`src/hdl/pfs_pkg.sv`:
```
// Shared constants and types of the Peskin force spreader.
package pfs_pkg;

  // Register indexes of the configuration port.
  typedef enum logic [2:0] {
    CFG_OFFSET_X  = 3'd0,
    CFG_OFFSET_Y  = 3'd1,
    CFG_OFFSET_Z  = 3'd2,
    CFG_GRAVITY_X = 3'd3,
    CFG_GRAVITY_Y = 3'd4,
    CFG_GRAVITY_Z = 3'd5
  } cfg_idx_t;

  // Distance width: Q16 distances up to two lattice units.
  localparam int RW   = 18;
  // Square-root argument (Q32) and root (Q16) widths.
  localparam int AW   = 34;
  localparam int QW   = 17;
  // Weight width in Q16.
  localparam int WW   = 16;
  // Cycles from the distance input to the weight register.
  localparam int WLAT = QW + 3;

  // Distance of one node from the particle on one axis.
  typedef struct packed {
    logic [RW-1:0] r;
    logic          near;
    logic          zero;
  } dist_t;

endpackage

```
`src/hdl/pfs_weight.sv`:
```
// Pipelined Peskin four-point weight for one axis, one node per cycle while en is high.
module pfs_weight (
  input  logic                    clk,
  input  logic                    en,
  input  pfs_pkg::dist_t          dist_in,
  output logic [pfs_pkg::WW-1:0]  w_out
);

  localparam int RW  = pfs_pkg::RW;
  localparam int AW  = pfs_pkg::AW;
  localparam int QW  = pfs_pkg::QW;
  localparam int RMW = AW + 1;

  pfs_pkg::dist_t d0_r;
  pfs_pkg::dist_t d1_r;
  logic [AW-1:0]  arg1_r;
  logic [AW-1:0]  arg1_nxt;

  logic [RMW-1:0] rem_r [QW];
  logic [QW-1:0]  q_r   [QW];
  pfs_pkg::dist_t ds_r  [QW];
  logic [RMW-1:0] rem_nxt [QW];
  logic [QW-1:0]  q_nxt   [QW];

  logic [pfs_pkg::WW-1:0] w_r;
  logic [pfs_pkg::WW-1:0] w_nxt;

  // Square-root argument: 1 + 4r - 4r^2 near the node, -7 + 12r - 4r^2 further out.
  always_comb begin
    logic [2*RW-1:0]    sq;
    logic signed [39:0] arg_s;
    sq = d0_r.r * d0_r.r;
    if (d0_r.near) begin
      arg_s = 40'sh1_0000_0000 + $signed(40'({d0_r.r, 18'h0})) - $signed(40'({sq, 2'b00}));
    end else begin
      arg_s = $signed(40'({d0_r.r, 18'h0})) + $signed(40'({d0_r.r, 19'h0}))
              - 40'sh7_0000_0000 - $signed(40'({sq, 2'b00}));
    end
    if (arg_s < 0) begin
      arg1_nxt = '0;
    end else begin
      arg1_nxt = arg_s[AW-1:0];
    end
  end

  // One root bit per stage, most significant first.
  always_comb begin
    logic [RMW-1:0] rin;
    logic [RMW-1:0] trial;
    logic [QW-1:0]  qin;
    for (int k = 0; k < QW; k++) begin
      if (k == 0) begin
        rin = RMW'(arg1_r);
        qin = '0;
      end else begin
        rin = rem_r[k-1];
        qin = q_r[k-1];
      end
      trial = (RMW'(qin) << (QW - k)) + (RMW'(1) << (2 * (QW - 1 - k)));
      if (rin >= trial) begin
        rem_nxt[k] = rin - trial;
        q_nxt[k]   = qin | (QW'(1) << (QW - 1 - k));
      end else begin
        rem_nxt[k] = rin;
        q_nxt[k]   = qin;
      end
    end
  end

  // Weight from distance and root, clamped at zero and divided by eight.
  always_comb begin
    logic signed [20:0] wv;
    pfs_pkg::dist_t     dl;
    dl = ds_r[QW-1];
    if (dl.near) begin
      wv = 21'sd196608 - $signed(21'({dl.r, 1'b0})) + $signed(21'(q_r[QW-1]));
    end else begin
      wv = 21'sd327680 - $signed(21'({dl.r, 1'b0})) - $signed(21'(q_r[QW-1]));
    end
    if (dl.zero || wv < 0) begin
      w_nxt = '0;
    end else begin
      w_nxt = wv[18:3];
    end
  end

  always_ff @(posedge clk) begin
    if (en) begin
      d0_r   <= dist_in;
      d1_r   <= d0_r;
      arg1_r <= arg1_nxt;
      for (int k = 0; k < QW; k++) begin
        rem_r[k] <= rem_nxt[k];
        q_r[k]   <= q_nxt[k];
        ds_r[k]  <= (k == 0) ? d1_r : ds_r[k-1];
      end
      w_r <= w_nxt;
    end
  end

  assign w_out = w_r;

endmodule

```
`config.mk`:
```
export PLATFORM = sky130hd
export DESIGN_NAME = pfs_weight
export DESIGN_NICKNAME = d
export VERILOG_FILES = /design/src/hdl/pfs_pkg.sv /design/src/hdl/pfs_weight.sv
export SDC_FILE = /design/constraint.sdc
export NUM_CORES = 2
export LEC_CHECK = 0
export BUFFER_PORTS_ARGS = -buffer_cell sky130_fd_sc_hd__buf_2
export CAP_MARGIN = 20
export CORE_ASPECT_RATIO = 0.9
export CORE_MARGIN = 3
export CORE_UTILIZATION = 63
export DETAILED_ROUTE_END_ITERATION = 8
export HOLD_SLACK_MARGIN = 0.1
export PLACE_DENSITY = 0.76
export SLEW_MARGIN = 20
export SYNTH_ARGS = -nofsm -noshare
export SYNTH_HDL_FRONTEND = slang
export SYNTH_SLANG_ARGS = --single-unit
```
`constraint.sdc`:
```
create_clock -name clk -period 12.7 [get_ports clk]
set_input_delay 1.905 -clock clk [delete_from_list [all_inputs] [get_ports clk]]
set_output_delay 1.905 -clock clk [all_outputs]
set_load 0.01 [all_outputs]
```
==> out/qor.txt <==
pin count of the biggest net entering global routing - 214
Initial Utilization - 0.641
commonest non-fill, non-tap cells in the layout - edfxtp_1 (1,093), inv_1 (605), ha_1 (402), nand2_1 (293), nor2_1 (255)
global-route wire length before repair - 184 mm
die area - 97,100 sq um
Core ar. - 91,800 sq um
Post-CTS Hold Fix Bufs - 0
EDFF count, synth - 1,093
Clock Sink Count - 1,093
CP required - 13.20 ns
reg2reg setup slack - 2.68 ns
max-cap violations - 0
final setup fails - 0
actual slew at the worst max-slew pin - 1.11 ns
fraction of layout cells with a size suffix above 1 - 0.0592
vias in the first global route - 35,100
syn avg cell area - 12.6 sq um
DRT iter0 DRCs - 2,415
syn nets - 5,326
Final Cycle Share - 0.789
remaining antenna violation count - 0
clk buf depth - 3
Nets - 5,410
max-slew violations - 0
Die X - 328 microns
# port buffers - 37
dpl hpwl - 83.6 mm
Max-Slew Margin vs Limit - 0.260
Max stage delay on crit path - 0.81 ns
Max Clk Rate - 0.0998 GHz
most common cell after layout, fill and taps aside - edfxtp_1
Num CTS Buffers - 103
Clock Latency Late Sink - 0.67 ns
final core utilization - 0.696
H-Tree Depth - 3
Yosys cell types - 87
DR DRC count - 0
cell count after synthesis - 4,676
most used cell, CP - fa_1
WL/cell - 19.0 microns
Crit path arrival time - 10.52 ns
critical path class - reg2reg
Hold Slack - 0.407 ns
vias per cell - 5.76
Root Driver - clkbuf_16
Post-synth ARST share - 0
antenna violations before repair - 0
YS warnings - 0
Post CTS Setup Buffer Count - 0
DRT Pass-1 Iters - 6
Hold Crit Class - reg2reg
synthesized area - 58,900 sq um
Die Ht - 296 microns
setup TNS - 0 ns
CTS tree - yes
Seq/Total Area, Yosys - 0.558
cts repair resizes - 0
Total GRT Usage - 0.240
RSZ-0062 raised after global routing - false
Seq cells post-synth - 1,093
GP Congestion - 0.904
ant diodes - 0
IO Count - 38
site row count - 105
critical path endpoint category - flop
total gr overflow - 0
outcome - finished clean
Detailed Route WL - 115 mm
Synth Flop Type - edfxtp_1
slowest CP cell - edfxtp_1
CP startpoint kind - flop
total number of vias - 35,000
critical path fanouts, max - 31
crit path time final - 10.02 ns
Layout area overhead - 8.53%
Worst-path clk slew - 0.07 ns
Worst Skew - 0.0296 ns
Hold Fails Final Rpt - 0
stage by stage:
stage / std cells / setup slack [ns] / area [sq um]
after floorplan: 4676 / 4.02 / 58900
after global placement: 5884 / 3.01 / 60500
after detailed placement: 5884 / 2.79 / 60500
after CTS: 6073 / 2.75 / 63900
after global routing: 6074 / 2.10 / 63900
final: 6074 / 2.68 / 63900
area by class of cell:
cell class / instances / area, sq um
multi-input cells: 2889 / 23400
repair buffers: 62 / 440
clock buffers: 120 / 2710
flip-flops and latches: 1093 / 32800
clock inverters: 69 / 633
well taps: 1230 / 1540
fillers: 6283 / 28000
inverters: 611 / 2290
final timing paths:
| path | startpoint | endpoint | cells after the start |
|---|---|---|---|
| hold reg to reg | ds_r[1][59] | ds_r[1][79] | 0 |
| setup / recovery | d0_r[18] | arg1_r[19] | 28 |
| hold / removal | ds_r[1][59] | ds_r[1][79] | 0 |
| setup reg to reg | d0_r[18] | arg1_r[19] | 28 |
cells in the mapped netlist, types with 28 or more instances:
cell type,instances,area share
edfxtp_1,1093,0.56
inv_1,605,0.039
ha_1,402,0.085
nand2_1,293,0.019
nor2_1,255,0.016
fa_1,226,0.077
a21oi_1,211,0.018
o21ai_0,189,0.016
xnor2_1,188,0.028
xor2_1,149,0.022
nor3_1,105,0.0089
a21o_1,82,0.010
nor4_1,78,0.0083
clkbuf_1,73,0.0047
and2_1,52,0.0055
nand2b_1,50,0.0053
nand3_1,47,0.0040
o21a_1,46,0.0059
or3_1,43,0.0046
nand4_1,39,0.0041
nor2b_1,33,0.0035
o31ai_1,33,0.0042
or2_2,28,0.0030
per-layer routing:
| layer | share of wire | global-route usage | vias up |
|---|---|---|---|
| met5 | 0 | 0 | - |
| met4 | 0.039 | 0.0939 | 0 |
| met3 | 0.041 | 0.0273 | 239 |
| met2 | 0.53 | 0.449 | 880 |
| met1 | 0.39 | 0.285 | 17000 |
| li1 | - | - | 16900 |
flip-flops by register name (all words and copies together), names as in the netlist:
register	count
ds_r	340
w_out	16
q_r	153
d0_r	20
rem_r	513
arg1_r	31
d1_r	20
critical path: cells and delay by family (launching register included):
kind	cells	cell delay, ns
buffers and inverters	4	1.01
AO/OA/AOI/OAI	9	2.12
XOR/XNOR	1	0.17
AND/OR/NAND/NOR	6	1.95
flip-flops	1	0.81
adder cells (fa/ha/maj)	8	3.78
cell families (layout without fill, tap and decap cells):
kind of cell | count (synthesis) | in the layout | share of synthesized area
flops | 1093 | 1093 | 0.558
mux | 21 | 21 | 0.00376
fa+ha+maj | 630 | 630 | 0.163
simple gates | 1139 | 1139 | 0.0985
other cells | 1 | 1 | 0.0000637
buf+inv | 694 | 862 | 0.0445
xor+xnor | 338 | 338 | 0.0505
compound gates | 760 | 760 | 0.0823
Power is not shown: default switching activity piles up to over one toggle a cycle in this logic, so the estimate is an artifact.
